### config.mk
export PLATFORM = sky130hd
export DESIGN_NAME = zoomed_sprite_tile_placement_unit
export DESIGN_NICKNAME = d
export VERILOG_FILES = /design/src/zstp_pkg.sv /design/src/zoomed_sprite_tile_placement_unit.sv /design/src/zstp_div.sv /design/src/zstp_datapath.sv /design/src/zstp_ctrl.sv
export SDC_FILE = /design/constraint.sdc
export NUM_CORES = 1
export LEC_CHECK = 0
export BUFFER_PORTS_ARGS = -buffer_cell sky130_fd_sc_hd__buf_2
export CORE_MARGIN = 2
export CORE_UTILIZATION = 55
export CTS_CLUSTER_DIAMETER = 80
export DETAILED_ROUTE_END_ITERATION = 12
export GPL_TIMING_DRIVEN = 0
export PLACE_DENSITY = 0.74
export SLEW_MARGIN = 20
export SYNTH_ARGS = -nofsm -noshare
export SYNTH_HDL_FRONTEND = slang
export SYNTH_SLANG_ARGS = --single-unit
### constraint.sdc
create_clock -name clk_i -period 10.6 [get_ports clk_i]
set_clock_uncertainty 0.05 [all_clocks]
set_input_delay 1.06 -clock clk_i [delete_from_list [all_inputs] [get_ports clk_i]]
set_output_delay 1.06 -clock clk_i [all_outputs]
set_load 0.005 [all_outputs]
### src/zstp_pkg.sv
// Shared types and constants for the zoomed sprite tile placement unit.
`default_nettype none
package zstp_pkg;

  localparam int unsigned CfgIdxW = 3;

  typedef enum logic [CfgIdxW-1:0] {
    REG_OFF_X   = 3'd0,
    REG_OFF_Y   = 3'd1,
    REG_SMALL   = 3'd2,
    REG_SHIFT_X = 3'd3,
    REG_SHIFT_Y = 3'd4,
    REG_MASK    = 3'd5
  } cfg_reg_e;

  typedef enum logic [6:0] {
    ST_IDLE  = 7'b0000001,
    ST_ORGX  = 7'b0000010,
    ST_ORGY  = 7'b0000100,
    ST_ROW   = 7'b0001000,
    ST_COL0  = 7'b0010000,
    ST_COL1  = 7'b0100000,
    ST_EMIT  = 7'b1000000
  } state_e;

  typedef enum logic [2:0] {
    DIV_ORGX = 3'd0,
    DIV_ORGY = 3'd1,
    DIV_Y0   = 3'd2,
    DIV_Y1   = 3'd3,
    DIV_X0   = 3'd4,
    DIV_X1   = 3'd5
  } div_sel_e;

  typedef struct packed {
    logic     load;
    logic     div_start;
    div_sel_e div_sel;
    logic     take;
    logic     col_next;
    logic     row_next;
    logic     emit;
  } cmd_t;

  typedef struct packed {
    logic zero_scale;
    logic div_done;
    logic last_col;
    logic last_row;
    logic out_busy;
  } sts_t;

  localparam logic [7:0] ColTable [8] = '{8'd0, 8'd1, 8'd4, 8'd5, 8'd16, 8'd17, 8'd20, 8'd21};
  localparam logic [7:0] RowTable [8] = '{8'd0, 8'd2, 8'd8, 8'd10, 8'd32, 8'd34, 8'd40, 8'd42};

endpackage
`default_nettype wire

### src/zoomed_sprite_tile_placement_unit.sv
// Top level of the zoomed sprite tile placement unit.
//  channel | direction | handshake
//  s_axis  | in        | tvalid/tready, tdata = sprite attribute word
//  m_axis  | out       | tvalid/tready, tdata = sub-tile, tlast = last_tile
//  cfg     | in        | cfg_we_i, cfg_idx_i, cfg_data_i
// All divisions run on the one shared radix-2 divider.
// A zero-scale sprite is taken in idle and yields no output.
// Reset clears the controller and output valid; registers return to defaults.
// Output stalls hold the controller in its emit step.
`default_nettype none
module zoomed_sprite_tile_placement_unit #(
  parameter int unsigned MAX_TILES_PER_SIDE = 8
) (
  input  logic         clk_i,
  input  logic         rst_ni,
  input  logic         s_axis_tvalid,
  output logic         s_axis_tready,
  // attribute_word, tile_code, pos_y, pos_x, scale_y, scale_x, color, pad
  input  logic [87:0]  s_axis_tdata,
  output logic         m_axis_tvalid,
  input  logic         m_axis_tready,
  // out_tile, screen_x, screen_y, draw_width, draw_height, mirror_x,
  // mirror_y, palette_base, pad
  output logic [87:0]  m_axis_tdata,
  output logic         m_axis_tlast,
  input  logic         cfg_we_i,
  input  logic [2:0]   cfg_idx_i,
  input  logic [15:0]  cfg_data_i
);
  logic signed [15:0] off_x_q, off_y_q;
  logic               small_q;
  logic signed [10:0] shift_x_q, shift_y_q;
  logic [15:0]        mask_q;

  always_ff @(posedge clk_i or negedge rst_ni) begin
    if (!rst_ni) begin
      off_x_q <= '0; off_y_q <= '0; small_q <= 1'b0;
      shift_x_q <= '0; shift_y_q <= '0; mask_q <= 16'hffff;
    end else if (cfg_we_i) begin
      unique case (cfg_idx_i)
        zstp_pkg::REG_OFF_X:   off_x_q   <= cfg_data_i;
        zstp_pkg::REG_OFF_Y:   off_y_q   <= cfg_data_i;
        zstp_pkg::REG_SMALL:   small_q   <= cfg_data_i[0];
        zstp_pkg::REG_SHIFT_X: shift_x_q <= cfg_data_i[10:0];
        zstp_pkg::REG_SHIFT_Y: shift_y_q <= cfg_data_i[10:0];
        zstp_pkg::REG_MASK:    mask_q    <= cfg_data_i;
        default: ;
      endcase
    end
  end

  zstp_pkg::cmd_t cmd;
  zstp_pkg::sts_t sts;

  zstp_ctrl u_ctrl (
    .clk_i    (clk_i),
    .rst_ni   (rst_ni),
    .s_valid_i(s_axis_tvalid),
    .s_ready_o(s_axis_tready),
    .sts_i    (sts),
    .cmd_o    (cmd)
  );

  zstp_datapath #(.MaxTiles(MAX_TILES_PER_SIDE)) u_dp (
    .clk_i           (clk_i),
    .rst_ni          (rst_ni),
    .cmd_i           (cmd),
    .sts_o           (sts),
    .attribute_word_i(s_axis_tdata[15:0]),
    .tile_code_i     (s_axis_tdata[31:16]),
    .pos_y_i         (s_axis_tdata[41:32]),
    .pos_x_i         (s_axis_tdata[51:42]),
    .scale_y_i       (s_axis_tdata[59:52]),
    .scale_x_i       (s_axis_tdata[67:60]),
    .color_i         (s_axis_tdata[83:68]),
    .off_x_i         (off_x_q),
    .off_y_i         (off_y_q),
    .small_i         (small_q),
    .shift_x_i       (shift_x_q),
    .shift_y_i       (shift_y_q),
    .mask_i          (mask_q),
    .m_valid_o       (m_axis_tvalid),
    .m_ready_i       (m_axis_tready),
    .m_data_o        (m_axis_tdata),
    .m_last_o        (m_axis_tlast)
  );

  logic unused;
  assign unused = ^s_axis_tdata[87:84];
endmodule
`default_nettype wire

### src/zstp_div.sv
// Restoring divider, one quotient bit per cycle.
`default_nettype none
module zstp_div (
  input  logic        clk_i,
  input  logic        rst_ni,
  input  logic        start_i,
  input  logic [17:0] num_i,
  input  logic [8:0]  den_i,
  output logic        done_o,
  output logic [17:0] quot_o
);
  logic [17:0] quot_q, quot_d;
  logic [8:0]  rem_q, rem_d;
  logic [8:0]  den_q;
  logic [4:0]  cnt_q, cnt_d;
  logic        busy_q, busy_d, done_q, done_d;
  logic [9:0]  sh;

  // done stays high with the quotient held until the next start
  always_comb begin
    quot_d = quot_q;
    rem_d  = rem_q;
    cnt_d  = cnt_q;
    busy_d = busy_q;
    done_d = done_q;
    sh     = {rem_q, quot_q[17]};
    if (start_i) begin
      quot_d = num_i;
      rem_d  = '0;
      cnt_d  = 5'd18;
      busy_d = 1'b1;
      done_d = 1'b0;
    end else if (busy_q) begin
      if (sh >= {1'b0, den_q}) begin
        rem_d  = 9'(sh - {1'b0, den_q});
        quot_d = {quot_q[16:0], 1'b1};
      end else begin
        rem_d  = sh[8:0];
        quot_d = {quot_q[16:0], 1'b0};
      end
      cnt_d = cnt_q - 5'd1;
      if (cnt_q == 5'd1) begin
        busy_d = 1'b0;
        done_d = 1'b1;
      end
    end
  end

  always_ff @(posedge clk_i or negedge rst_ni) begin
    if (!rst_ni) begin
      cnt_q  <= '0;
      busy_q <= 1'b0;
      done_q <= 1'b0;
    end else begin
      cnt_q  <= cnt_d;
      busy_q <= busy_d;
      done_q <= done_d;
    end
  end

  always_ff @(posedge clk_i) begin
    quot_q <= quot_d;
    rem_q  <= rem_d;
    if (start_i) begin
      den_q <= den_i;
    end
  end

  assign done_o = done_q;
  assign quot_o = quot_q;
endmodule
`default_nettype wire

### src/zstp_datapath.sv
// Datapath: sprite decode, origin, edge divisions and output register.
`default_nettype none
module zstp_datapath #(
  parameter int unsigned MaxTiles = 8
) (
  input  logic                  clk_i,
  input  logic                  rst_ni,
  input  zstp_pkg::cmd_t        cmd_i,
  output zstp_pkg::sts_t        sts_o,
  input  logic [15:0]           attribute_word_i,
  input  logic [15:0]           tile_code_i,
  input  logic [9:0]            pos_y_i,
  input  logic [9:0]            pos_x_i,
  input  logic [7:0]            scale_y_i,
  input  logic [7:0]            scale_x_i,
  input  logic [15:0]           color_i,
  input  logic signed [15:0]    off_x_i,
  input  logic signed [15:0]    off_y_i,
  input  logic                  small_i,
  input  logic signed [10:0]    shift_x_i,
  input  logic signed [10:0]    shift_y_i,
  input  logic [15:0]           mask_i,
  output logic                  m_valid_o,
  input  logic                  m_ready_i,
  output logic [87:0]           m_data_o,
  output logic                  m_last_o
);
  logic [15:0] attr_q, code_q, color_q;
  logic [9:0]  px_q, py_q;
  logic [7:0]  sx_q, sy_q;
  logic [3:0]  w_q, h_q;
  logic [2:0]  x_q, y_q;
  logic signed [15:0] ox_q, oy_q, y0_q, y1_q, x0_q;
  logic        dstart;
  logic [17:0] dnum, dq;
  logic [8:0]  dden;
  logic        ddone;

  logic [3:0] w_c, h_c;
  logic [7:0] sx_c;
  always_comb begin
    w_c  = 4'd1 << attribute_word_i[9:8];
    h_c  = 4'd1 << attribute_word_i[11:10];
    if (w_c > 4'(MaxTiles)) w_c = 4'(MaxTiles);
    if (h_c > 4'(MaxTiles)) h_c = 4'(MaxTiles);
    sx_c = attribute_word_i[14] ? scale_y_i : scale_x_i;
  end

  assign sts_o.zero_scale = (scale_y_i == 8'd0) || (sx_c == 8'd0);
  assign sts_o.div_done   = ddone;
  assign sts_o.last_col   = ({1'b0, x_q} == w_q - 4'd1);
  assign sts_o.last_row   = ({1'b0, y_q} == h_q - 4'd1);

  // numerators: 512*n for origin, 2048*k + s for edges; divisor s or 2s
  always_comb begin
    dnum = '0;
    dden = {1'b0, sy_q};
    unique case (cmd_i.div_sel)
      zstp_pkg::DIV_ORGX: begin
        dnum = {5'd0, w_q, 9'd0};
        dden = {1'b0, sx_q};
      end
      zstp_pkg::DIV_ORGY: dnum = {5'd0, h_q, 9'd0};
      zstp_pkg::DIV_Y0: begin
        dnum = {3'd0, 1'b0, y_q, 11'd0} + {10'd0, sy_q};
        dden = {sy_q, 1'b0};
      end
      zstp_pkg::DIV_Y1: begin
        dnum = {3'd0, {1'b0, y_q} + 4'd1, 11'd0} + {10'd0, sy_q};
        dden = {sy_q, 1'b0};
      end
      zstp_pkg::DIV_X0: begin
        dnum = {3'd0, 1'b0, x_q, 11'd0} + {10'd0, sx_q};
        dden = {sx_q, 1'b0};
      end
      zstp_pkg::DIV_X1: begin
        dnum = {3'd0, {1'b0, x_q} + 4'd1, 11'd0} + {10'd0, sx_q};
        dden = {sx_q, 1'b0};
      end
      default: ;
    endcase
  end
  assign dstart = cmd_i.div_start;

  zstp_div u_div (
    .clk_i  (clk_i),
    .rst_ni (rst_ni),
    .start_i(dstart),
    .num_i  (dnum),
    .den_i  (dden),
    .done_o (ddone),
    .quot_o (dq)
  );

  logic [9:0]  wmask;
  logic [10:0] ox_w, oy_w;
  logic signed [15:0] ox_wr, oy_wr;
  always_comb begin
    wmask = small_i ? 10'h1ff : 10'h3ff;
    ox_w  = {1'b0, (px_q - off_x_i[9:0]) & wmask};
    oy_w  = {1'b0, ((10'd0 - py_q) - off_y_i[9:0]) & wmask};
    ox_wr = 16'(ox_w);
    oy_wr = 16'(oy_w);
    if (ox_w >= (small_i ? 11'd448 : 11'd640)) ox_wr = ox_wr - (small_i ? 16'sd512 : 16'sd1024);
    if (oy_w >= (small_i ? 11'd384 : 11'd512)) oy_wr = oy_wr - (small_i ? 16'sd512 : 16'sd1024);
  end

  logic signed [15:0] q16;
  assign q16 = signed'(dq[15:0]);

  always_ff @(posedge clk_i) begin
    if (cmd_i.load) begin
      attr_q  <= attribute_word_i;
      code_q  <= tile_code_i;
      color_q <= color_i;
      px_q    <= pos_x_i;
      py_q    <= pos_y_i;
      sy_q    <= scale_y_i;
      sx_q    <= sx_c;
      w_q     <= w_c;
      h_q     <= h_c;
    end
    if (cmd_i.take) begin
      unique case (cmd_i.div_sel)
        zstp_pkg::DIV_ORGX: ox_q <= ox_wr - q16 + 16'sd53 - 16'(shift_x_i);
        zstp_pkg::DIV_ORGY: oy_q <= oy_wr - q16 - 16'sd6 - 16'(shift_y_i);
        zstp_pkg::DIV_Y0:   y0_q <= oy_q + q16;
        zstp_pkg::DIV_Y1:   y1_q <= oy_q + q16;
        zstp_pkg::DIV_X0:   x0_q <= ox_q + q16;
        default: ;
      endcase
    end
  end

  always_ff @(posedge clk_i) begin
    if (cmd_i.load || cmd_i.row_next) begin
      x_q <= '0;
    end else if (cmd_i.col_next) begin
      x_q <= x_q + 3'd1;
    end
    if (cmd_i.load) begin
      y_q <= '0;
    end else if (cmd_i.row_next) begin
      y_q <= y_q + 3'd1;
    end
  end

  logic [2:0]  xa, ya, ci, ri;
  logic [15:0] tile;
  logic signed [15:0] x1;
  always_comb begin
    xa = {code_q[4], code_q[2], code_q[0]};
    ya = {code_q[5], code_q[3], code_q[1]};
    ci = attr_q[12] ? (3'(w_q - 4'd1) - x_q + xa) : (x_q + xa);
    ri = attr_q[13] ? (3'(h_q - 4'd1) - y_q + ya) : (y_q + ya);
    if (w_q == 4'd1 && h_q == 4'd1) begin
      tile = code_q;
    end else begin
      tile = {code_q[15:6], 6'd0} + {8'd0, zstp_pkg::ColTable[ci]}
           + {8'd0, zstp_pkg::RowTable[ri]};
    end
    x1 = ox_q + q16;
  end

  logic valid_q;
  assign sts_o.out_busy = valid_q && !m_ready_i;

  always_ff @(posedge clk_i or negedge rst_ni) begin
    if (!rst_ni) begin
      valid_q <= 1'b0;
    end else if (cmd_i.emit) begin
      valid_q <= 1'b1;
    end else if (m_ready_i) begin
      valid_q <= 1'b0;
    end
  end

  always_ff @(posedge clk_i) begin
    if (cmd_i.emit) begin
      m_data_o <= {2'd0, color_q[11:0], 4'd0, attr_q[13], attr_q[12],
                   11'(y1_q - y0_q), 11'(x1 - x0_q), y0_q[14:0], x0_q[14:0],
                   tile & mask_i};
      m_last_o <= sts_o.last_col && sts_o.last_row;
    end
  end

  logic unused;
  assign unused = ^{off_x_i[15:10], off_y_i[15:10], dq[17:16], attr_q[15:14],
                    attr_q[11:0], color_q[15:12]};
  assign m_valid_o = valid_q;
endmodule
`default_nettype wire

### src/zstp_ctrl.sv
// Controller: sequences origin divisions per sprite and edge divisions per row and sub-tile.
`default_nettype none
module zstp_ctrl (
  input  logic           clk_i,
  input  logic           rst_ni,
  input  logic           s_valid_i,
  output logic           s_ready_o,
  input  zstp_pkg::sts_t sts_i,
  output zstp_pkg::cmd_t cmd_o
);
  zstp_pkg::state_e state_q, state_d;
  logic started_q, started_d;

  always_comb begin
    state_d   = state_q;
    started_d = 1'b0;
    cmd_o     = '0;
    cmd_o.div_sel = zstp_pkg::DIV_ORGX;
    s_ready_o = 1'b0;
    unique case (state_q)
      zstp_pkg::ST_IDLE: begin
        s_ready_o = 1'b1;
        if (s_valid_i && !sts_i.zero_scale) begin
          cmd_o.load = 1'b1;
          state_d    = zstp_pkg::ST_ORGX;
        end
      end
      zstp_pkg::ST_ORGX: begin
        cmd_o.div_sel = zstp_pkg::DIV_ORGX;
        cmd_o.div_start = !started_q;
        started_d = 1'b1;
        if (started_q && sts_i.div_done) begin
          cmd_o.take = 1'b1;
          started_d  = 1'b0;
          state_d    = zstp_pkg::ST_ORGY;
        end
      end
      zstp_pkg::ST_ORGY: begin
        cmd_o.div_sel = zstp_pkg::DIV_ORGY;
        cmd_o.div_start = !started_q;
        started_d = 1'b1;
        if (started_q && sts_i.div_done) begin
          cmd_o.take = 1'b1;
          started_d  = 1'b0;
          state_d    = zstp_pkg::ST_ROW;
        end
      end
      zstp_pkg::ST_ROW: begin
        // top edge of the row
        cmd_o.div_sel = zstp_pkg::DIV_Y0;
        cmd_o.div_start = !started_q;
        started_d = 1'b1;
        if (started_q && sts_i.div_done) begin
          cmd_o.take = 1'b1;
          started_d  = 1'b0;
          state_d    = zstp_pkg::ST_COL0;
        end
      end
      zstp_pkg::ST_COL0: begin
        cmd_o.div_sel = zstp_pkg::DIV_Y1;
        cmd_o.div_start = !started_q;
        started_d = 1'b1;
        if (started_q && sts_i.div_done) begin
          cmd_o.take = 1'b1;
          started_d  = 1'b0;
          state_d    = zstp_pkg::ST_COL1;
        end
      end
      zstp_pkg::ST_COL1: begin
        cmd_o.div_sel = zstp_pkg::DIV_X0;
        cmd_o.div_start = !started_q;
        started_d = 1'b1;
        if (started_q && sts_i.div_done) begin
          cmd_o.take = 1'b1;
          started_d  = 1'b0;
          state_d    = zstp_pkg::ST_EMIT;
        end
      end
      zstp_pkg::ST_EMIT: begin
        cmd_o.div_sel = zstp_pkg::DIV_X1;
        cmd_o.div_start = !started_q;
        started_d = 1'b1;
        if (started_q && !sts_i.out_busy && sts_i.div_done) begin
          cmd_o.emit = 1'b1;
          started_d  = 1'b0;
          if (!sts_i.last_col) begin
            cmd_o.col_next = 1'b1;
            state_d = zstp_pkg::ST_COL1;
          end else if (!sts_i.last_row) begin
            cmd_o.row_next = 1'b1;
            state_d = zstp_pkg::ST_ROW;
          end else begin
            state_d = zstp_pkg::ST_IDLE;
          end
        end
      end
      default: state_d = zstp_pkg::ST_IDLE;
    endcase
  end

  always_ff @(posedge clk_i or negedge rst_ni) begin
    if (!rst_ni) begin
      state_q   <= zstp_pkg::ST_IDLE;
      started_q <= 1'b0;
    end else begin
      state_q   <= state_d;
      started_q <= started_d;
    end
  end
endmodule
`default_nettype wire

# Yosys cells after proc, flatten, opt, wreduce, memory -nomap -nowiden
# Memory sizes are Yosys's and may differ from the RTL's.
# Index checks and enable logic that the tools add are counted.
# totals
ff_bits	357
romBits	128
in_bits	112
output_inout_bits	91
wordCells	203
memories	2
# classes
add_sub_neg	35
magnitude_cmp	7
eq_ne	29
n_shift	2
n_mux	54
bitwise	5
n_reduce_logical	36
# mem_list
name	depth	word_bits	rd	rd_clocked_by_memory_dff	write_ports	line_no	rtl
(name not given)	8	8	1	0	0	zstp_datapath.sv:160	+ {8'd0, zstp_pkg::RowTable[ri]};
(name not given)	8	8	1	0	0	zstp_datapath.sv:159	tile = {code_q[15:6], 6'd0} + {8'd0, zstp_pkg::ColTable[ci]}
# ops
op	n
18-bit case mux with 6 select lines	1
7-bit 2-to-1 mux	7
7-bit case mux with 7 select lines	1
8-bit 2-to-1 mux	5
18-bit 2-to-1 mux	2
15-bit by 8-bit adder with 16-bit output	2
16-bit by 8-bit adder with 16-bit output	2
14-bit by 8-bit adder with 15-bit output	2
15-bit adder	2
10-bit 2-to-1 mux	3
15-bit 2-to-1 mux	2
15-bit by 11-bit subtractor with 15-bit output	2
15-bit subtractor	2
9-bit case mux with 3 select lines	1
4-bit case mux with 6 select lines	1
2-bit AND reduction	12
10-bit by 11-bit subtractor with 12-bit output	2
10-bit by 11-bit greater-or-equal comparator with 1-bit output	2
11-bit subtractor	2
10-bit AND	2
10-bit subtractor	2
1-bit 2-to-1 mux	19
16-bit AND	1
8-bit logical NOT	2
other kinds (45)	89

# Depth between registers and ports, before layout
# Gate-level depths: netlist of run 1.
# logic_depth
depth_word	12
ltp_mapped	25
ltp_nobuf	25

# By module
# From an unflattened synthesis of run 1, not the netlist that was laid out.
# hier_totals
cells_unflattened	1634
area_unflattened_um2	19915.4
# modules_own_cells
module	instances	cells_each	area_per_inst_um2	seq_area_each_um2
zstp_datapath	1	1211	14325.0	6991.7
zoomed_sprite_tile_placement_unit	1	154	2723.9	1796.7
zstp_div	1	192	2252.2	1166.1
zstp_ctrl	1	77	614.3	201.4

# Least setup slack after synthesis of run 1
# No wires, ideal clock.
# synth_path
path_kind	input port to flip-flop
start	input m_axis_tready
end	register u_dp.y_q[1]
setup_ns	0.222
t_arrival_ns	5.757
required_ns	10.328
path_slack_ns	4.571
path_stages	6
n_path_buf	0
cell_sequence	nand2b_1 > nand2_1 > nor2_1 > nand2_1 > mux2i_1 > nor2_1
# synth_between
elab_chain_len	7
# synth_lines
item	line_no	rtl
start, declared	zoomed_sprite_tile_placement_unit.sv:21	input logic m_axis_tready,
1-bit logical NOT	zstp_datapath.sv:166	assign sts_o.out_busy = valid_q && !m_ready_i;
1-bit logical AND	zstp_datapath.sv:166	
1-bit logical NOT	zstp_ctrl.sv:83	if (started_q && !sts_i.out_busy && sts_i.div_done) begin
1-bit logical AND (2 in series)	zstp_ctrl.sv:83	
3-bit 2-to-1 mux	zstp_ctrl.sv:83	
3-bit 2-to-1 mux	zstp_ctrl.sv:20	unique case (state_q)
end signal, assigned	zstp_datapath.sv:144	y_q <= y_q + 3'd1;
end, declared	zstp_datapath.sv:32	logic [2:0] x_q, y_q;
# No other way between the ends.
# A chain may end at the register's enable or synchronous reset.

# Final worst setup path of run 1
# layout_path
start	register off_x_q[0]
end	register u_dp.ox_q[14] (data pin)
# layout_between
elab_chain_len	7
elab_cells_between_ends	8
classes_between	5 x add/sub; 1 x order compare; 1 x mux; 1 x bitwise
# layout_lines
item	line_no	rtl
start, declared	zoomed_sprite_tile_placement_unit.sv:30	logic signed [15:0] off_x_q, off_y_q;
start signal, assigned	zoomed_sprite_tile_placement_unit.sv:41	zstp_pkg::REG_OFF_X: off_x_q <= cfg_data_i;
10-bit subtractor (*)	zstp_datapath.sv:100	ox_w = {1'b0, (px_q - off_x_i[9:0]) & wmask};
10-bit AND (*)	zstp_datapath.sv:100	
10-bit by 11-bit subtractor with 12-bit output or 10-bit by 11-bit greater-or-equal comparator with 1-bit output (tied branches)	zstp_datapath.sv:104	if (ox_w >= (small_i ? 11'd448 : 11'd640)) ox_wr = ox_wr - (small_i ? 16'sd512 : 16'sd1024);
15-bit 2-to-1 mux (*)	zstp_datapath.sv:104	
15-bit subtractor (*)	zstp_datapath.sv:125	zstp_pkg::DIV_ORGX: ox_q <= ox_wr - q16 + 16'sd53 - 16'(shift_x_i);
15-bit by 7-bit adder with 15-bit output (*)	zstp_datapath.sv:125	
15-bit by 11-bit subtractor with 15-bit output (*)	zstp_datapath.sv:125	
end signal, assigned	zstp_datapath.sv:125	
end, declared	zstp_datapath.sv:33	logic signed [15:0] ox_q, oy_q, y0_q, y1_q, x0_q;
# Every way passes the cells marked *; elsewhere a longest branch is shown, timed or not.

==> metrics.csv, run 1 <==
stage,metric,value,unit
floorplan,Ports,203,
route,met1 wire length,18000,um
sta,post-route clock period utilization,0.562,
finish,count of non-filler cells in the finished layout,2365,
clocking,clk sink count,345,
sta,Achievable Freq,168,MHz
floorplan,core area,34500,um2
outcome,status,"finished, final reports clean",
sta,Slew headroom,0.479,
placed_design,"worst slack, placed",4.80,ns
placed_design,port bufs,178,
synth,number of flops mapped to enable cells by yosys,255,
critical_path,crit-path cells,ha_1 > fa_1 > nand2b_1 > a211oi_1 > o21ai_0 > nand2_1 > xnor2_1 > ha_1 > nand4_1 > o41ai_1 > a31oi_1 > fa_1 > inv_1 > ha_1 > ha_1 > a21o_1 > a21oi_1 > nor2b_1 > a211oi_1 > a21oi_1 > xnor2_1 > xnor2_1,
finish,Antenna Cells,0,
synth,post-synthesis simple-gate area fraction,0.107,
route,DR WL/cell,17.1,um
power_and_ir_drop,PD cells,331,nW/um2
sta,crit path time final,5.96,ns
finish,P&R area growth vs syn,16.0,%
hold_path,Hold WC Path Type,reg2reg,
route,met3 wire len,2200,um
floorplan,row count,68,
clocking,post-CTS setup buffers,0,
clocking,CTS tree,built,
synth,post-synth top area cell,edfxtp_1,
synth,XOR/XNOR share of the synthesized area,0.0481,
route,DRC,0,
synth,Synth Instances,1646,
finish,"commonest non-fill, non-tap cell in the layout",edfxtp_1,
synth,synth unique cells,79,
sta,unrepaired setup endpoints after global routing,false,
clocking,Hold Buf Count CTS,0,
synth,Post-Synth Adder-Cell Area,0.148,
placed_design,DPL Wire Length,30100,um
sta,Worst Tran Pin Value,0.777,ns
clocking,Worst-path clk slew,0.06,ns
clocking,CTS Buffer Depth,3,
route,Final Routed Wirelength,40500,um
synth,cells taking the most area after synthesis,"edfxtp_1 40%, ha_1 10%, dfrtp_1 7.5%, fa_1 4.4%, inv_1 3.6%",
sta,final hold violation count,0,
critical_path,CP most frequent cell,ha_1,
global_route,first-pass GRT wire length,65500,um
run,number of max-cap violations,0,
route,Routed met2 length,19300,um
placed_design,"number of placed instances, taps included",2298,
floorplan,Chip Height,191,um
finish,Layout Utilization,0.647,
power_and_ir_drop,maximum VDD drop,0.241,mV
clocking,"Clk Latency, worst-skew pair",0.57,ns
critical_path,critical setup path kind,reg2reg,
route,vias,12971,
synth,"FF+latch count, synth",345,
sta,Setup TNS Final,0,ns
critical_path,crit path launch type,flip-flop,
placed_design,Placer Congestion,0.875,
critical_path,Worst path max stage delay,0.61,ns
route,First-pass DRT Iterations,5,
synth,register area share after synthesis,0.512,
global_route,number of global-route vias before repair,12967,
critical_path,Critical Path Fanout Max,4,
sta,max-slew violations,0,
critical_path,Setup crit end kind,flip-flop,
clocking,Root Driver,clkbuf_16,
route,uppermost layer routed,met4,
synth,Avg Inst Size Synth,11.7,um2
sta,final number of setup-violating endpoints,0,
critical_path,Worst path slowest cell,o41ai_1,
global_route,initial antenna violation count,0,
synth,top-area cell type share of the netlist area,0.398,
floorplan,die width,191,um
finish,"commonest non-fill, non-tap cells in the layout","255 x edfxtp_1, 191 x buf_2, 187 x inv_1, 161 x ha_1, 101 x nand2_1",
power_and_ir_drop,P_leak,9.40,nW
route,Iter 0 DRT Violations,782,
global_route,total grt overflow,0,
floorplan,die area,36500,um2
critical_path,CP arrival,6.18,ns
clocking,Inserted Clock Buffers,38,
finish,final-layout fill cell count,2659,
critical_path,Worst Path Required,10.82,ns
finish,nets,2198,
global_route,GRT Overall Usage,0.227,
sta,worst setup margin,4.64,ns
power_and_ir_drop,total power,7.38,mW
finish,share of cells above drive strength 1,0.190,
synth,asr flop ratio synth,0.217,
clocking,post_cts resized,0,
global_route,pin count of the biggest net entering global routing,53,
synth,Most used DFF post-synth,edfxtp_1,
clocking,H-tree depth,2,
synth,Syn Std Cell Area,19200,um2
synth,post-synthesis compound-gate area fraction,0.102,
route,post-route ant nets,0,
synth,post-synthesis mux area share,0.0334,
route,DR vias/cell,5.48,
synth,Synth warnings,0,
floorplan,Initial Util,0.558,
synth,largest family of logic cells by synthesized area,adder cells,
-- worst max-delay path: cells and delay by family, from the launching register on --
kind	cells	cell delay [ns]
AO/OA/AOI/OAI	8	2.11
XOR/XNOR	3	0.45
adder cells (fa/ha/maj)	6	2.13
buffers and inverters	1	0.04
flip-flops	1	0.38
AND/OR/NAND/NOR	4	0.49
-- worst paths after layout --
path / start / endpoint / slack (ns) / cells after the start
max: off_x_q[0]$_DFFE_PN0P_ / u_dp.ox_q[14]$_DFFE_PP_ / 4.64 / 22
min: u_dp.color_q[4]$_DFFE_PP_ / u_dp.m_data_o[78]$_DFFE_PP_ / 0.36 / 0
max reg2reg: off_x_q[0]$_DFFE_PN0P_ / u_dp.ox_q[14]$_DFFE_PP_ / 4.64 / 22
min reg2reg: u_dp.color_q[4]$_DFFE_PP_ / u_dp.m_data_o[78]$_DFFE_PP_ / 0.36 / 0
max in group asynchronous: rst_ni / mask_q[4]$_DFFE_PN1P_ / 9.48 / 2
min in group asynchronous: rst_ni / u_ctrl.state_q[4]$_DFFE_PN0P_ / 0.39 / 1
-- sequential cells by signal, indices dropped and copies added (netlist names), 11 cells and up --
name / count
u_dp.m_data_o: 82
u_dp.u_div.quot_o: 18
mask_q: 16
u_dp.code_q: 16
u_dp.ox_q: 15
u_dp.oy_q: 15
u_dp.x0_q: 15
u_dp.y0_q: 15
u_dp.color_q: 12
shift_x_q: 11
shift_y_q: 11
u_dp.y1_q: 11
-- per-stage QoR --
stage                     hold WS, ns  instance area, um2
final                           0.364               22300
after CTS                       0.363               22300
after global placement          0.351               20700
after detailed placement        0.355               21000
after global routing            0.371               22300
after floorplan                 0.350               19300
-- routing by layer --
| layer | GRT usage | vias to the layer above |
|---|---|---|
| li1 | - | 6343 |
| met1 | 0.298 | 6223 |
| met2 | 0.384 | 336 |
| met3 | 0.0420 | 69 |
| met4 | 0.0686 | 0 |
| met5 | 0 | - |
-- synth_stat cells, types with 8 or more instances --
cell,instances
nand2_1,101
xor2_1,38
a21oi_1,69
edfxtp_1,255
mux2_2,50
o21ai_0,73
nand4_1,11
nor2b_1,35
nand3_1,19
xnor2_1,65
a211oi_1,8
a22oi_1,19
o31ai_1,10
dfxtp_1,15
nor4_1,15
nor3_1,38
buf_2,10
nand2b_1,15
a21boi_0,8
ha_1,161
a21o_1,17
dfrtp_1,58
mux2i_1,8
fa_1,42
o21a_1,13
dfstp_2,17
and2_1,23
nor2_1,91
or3_1,14
o211ai_1,12
and3_1,8
clkbuf_1,19
inv_1,187
a31oi_1,24
-- logic make-up (layout without fill, tap and decap cells) --
family / Yosys count / in the layout
adders and majority gates: 203 / 203
buffers and inverters: 228 / 487
xor gates and xnor gates: 104 / 104
and+or+nand+nor: 403 / 403
muxes: 58 / 58
AOI/OAI and AO/OA: 304 / 304
other: 1 / 6
DFF: 345 / 345
-- report_power, final --
group | switching (mW) | internal (mW)
clock network | 0.554 | 0.834
logic | 2.16 | 1.72
registers | 0.168 | 1.94
-- area by class of cell --
class / count / area [um2] / share of cell area
inverters: 188 / 706 / 0.0316
multi-input cells: 1078 / 8510 / 0.382
well taps: 455 / 569 / 0.0255
plain buffers: 40 / 223 / 0.00998
repair buffers: 192 / 1110 / 0.0497
clock inverters: 20 / 328 / 0.0147
flip-flops and latches: 345 / 9860 / 0.442
clock buffers: 47 / 1000 / 0.0450
No activity file was read; power rests on OpenSTA's default activity.
==> run 2: changes to the inputs <==
Clock period 10.6 ns to 6 ns, I/O delays scaled along.
==> run 2 against run 1 <==
  * Die area did not move
  * Routed wire length shrank 1.9%
  * Clock-buffer cell count rose by 7
  * Maximum frequency increased by 5.7%
  * Critical path depth rose by 2
  * First-iteration DRC count shrank 2.7%
  * Sequential power up 76%
  * Worst setup slack lost 4.3 ns
  * Highest routed layer unchanged
==> metrics.csv, run 2 (synthesis gave the netlist of run 1 again) <==
stage,metric,value,unit
outcome,status,"finished, final reports clean",
finish,"commonest non-fill, non-tap cells in the layout","255 x edfxtp_1, 191 x buf_2, 186 x inv_1, 160 x ha_1, 101 x nand2_1",
global_route,GRT Overall Usage,0.221,
floorplan,Chip Height,191,um
critical_path,Worst path max stage delay,0.51,ns
route,Iter 0 DRT Violations,761,
clocking,clk sink count,345,
hold_path,Hold WC Path Type,in2reg,
global_route,first-pass GRT wire length,63900,um
route,DRC,0,
finish,"commonest non-fill, non-tap cell in the layout",edfxtp_1,
floorplan,row count,68,
sta,Slew headroom,0.477,
clocking,Root Driver,clkbuf_16,
global_route,total grt overflow,0,
finish,nets,2200,
sta,final number of setup-violating endpoints,0,
route,DR WL/cell,16.8,um
route,vias,12913,
placed_design,Placer Congestion,0.882,
critical_path,CP most frequent cell,ha_1,
floorplan,Ports,203,
route,Final Routed Wirelength,39700,um
finish,P&R area growth vs syn,15.6,%
finish,max reg flops,82,
critical_path,Critical Path Fanout Max,6,
floorplan,die width,191,um
floorplan,core area,34500,um2
critical_path,Worst path slowest cell,fa_1,
sta,final hold violation count,0,
finish,share of cells above drive strength 1,0.189,
clocking,CTS Buffer Depth,3,
sta,max-slew violations,0,
sta,Achievable Freq,178,MHz
critical_path,Setup crit end kind,flip-flop,
route,post-route ant nets,0,
placed_design,DPL Wire Length,29800,um
clocking,H-tree depth,2,
critical_path,crit-path cells,inv_1 > ha_1 > ha_1 > a21o_1 > a21oi_2 > o21ai_1 > a21oi_1 > nor2_1 > nor2_1 > xnor2_1 > ha_1 > nand4_1 > nor4_4 > o32ai_4 > fa_1 > inv_1 > ha_2 > nand2_1 > nand2_1 > a21oi_4 > or4b_1 > a31o_2 > a21oi_1 > xnor3_1,
power_and_ir_drop,P_leak,9.35,nW
route,First-pass DRT Iterations,7,
global_route,number of global-route vias before repair,12683,
placed_design,port bufs,178,
power_and_ir_drop,maximum VDD drop,0.486,mV
clocking,"Clk Latency, worst-skew pair",0.53,ns
floorplan,die area,36500,um2
finish,final-layout fill cell count,2668,
clocking,Inserted Clock Buffers,38,
finish,Biggest register,u_dp.m_data_o,
run,number of max-cap violations,0,
critical_path,CP arrival,5.84,ns
sta,crit path time final,5.63,ns
global_route,initial antenna violation count,2,
critical_path,crit path launch type,flip-flop,
sta,post-route clock period utilization,0.939,
floorplan,Initial Util,0.558,
route,DR vias/cell,5.45,
sta,worst setup margin,0.367,ns
critical_path,Worst Path Required,6.21,ns
placed_design,"worst slack, placed",0.180,ns
clocking,Worst-path clk slew,0.06,ns
critical_path,critical setup path kind,reg2reg,
sta,unrepaired setup endpoints after global routing,false,
power_and_ir_drop,PD cells,577,nW/um2
global_route,pin count of the biggest net entering global routing,53,
clocking,CTS tree,built,
sta,Setup TNS Final,0,ns
sta,Worst Tran Pin Value,0.785,ns
==> run 2: cell type report <==
class,count,area (um2),area share
timing repair buffer,194,1130,0.0509
clock inverter,15,168,0.00754
tap,455,569,0.0256
clock buffer,54,1020,0.0459
sequential,345,9860,0.443
antenna,2,5.00,0.000225
inverter,188,706,0.0317
multi-input combinational,1078,8560,0.385
buffer,40,223,0.0100
==> run 2: critical path, delay by kind of cell, from the launching register on <==
kind                     cells  cell delay (ns)
adder cells (fa/ha/maj)      5             1.78
AO/OA/AOI/OAI                8             1.52
AND/OR/NAND/NOR              7             1.29
XOR/XNOR                     2             0.33
flip-flops                   1             0.32
buffers and inverters        2             0.09
==> run 2: path summary, 6_finish.rpt <==
path	startpoint	to	slack [ns]	depth (start not counted)
worst max-delay path	off_y_q[2]$_DFFE_PN0P_	u_dp.oy_q[14]$_DFFE_PP_	0.37	24
worst min-delay path	s_axis_tdata[41]	u_dp.py_q[9]$_DFFE_PP_	0.19	1
worst max register to register	off_y_q[2]$_DFFE_PN0P_	u_dp.oy_q[14]$_DFFE_PP_	0.37	24
worst min register to register	u_dp.color_q[9]$_DFFE_PP_	u_dp.m_data_o[83]$_DFFE_PP_	0.37	0
max in group asynchronous	rst_ni	mask_q[0]$_DFFE_PN1P_	4.76	3
min in group asynchronous	rst_ni	off_x_q[2]$_DFFE_PN0P_	0.49	2
==> run 2: what timing repair did <==
action / in CTS / in global routing
endpoints found under the hold margin: 16 / 0
setup endpoints to repair: 0 / 2
buffers inserted: 0 / 1
hold buffers: 1 / 0
gates resized for setup: 0 / 8
==> run 2: layer usage <==
layer	up-vias	global-route usage	share of wire
li1	6354	-	-
met1	6154	0.301	0.45
met2	334	0.362	0.47
met3	71	0.0364	0.056
met4	0	0.0713	0.026
met5	-	0	0
==> run 2: where the power goes <==
| group | internal, mW | switching [mW] |
|---|---|---|
| registers | 3.42 | 0.294 |
| clock network | 1.32 | 0.923 |
| logic | 3.09 | 3.78 |
==> run 2: metrics by stage <==
stage | power, mW | hold slack (ns) | utilization | area, um2 | instances
after CTS | 12.7 | 0.173 | 0.644 | 22200 | 2368
after detailed placement | 10.4 | 0.355 | 0.609 | 21000 | 2298
after floorplan | 8.95 | 0.254 | - | 19300 | 1651
after global routing | 13.9 | 0.176 | 0.645 | 22200 | 2371
final | 12.8 | 0.193 | 0.645 | 22200 | 2371
after global placement | 10.1 | 0.350 | 0.601 | 20700 | 2284
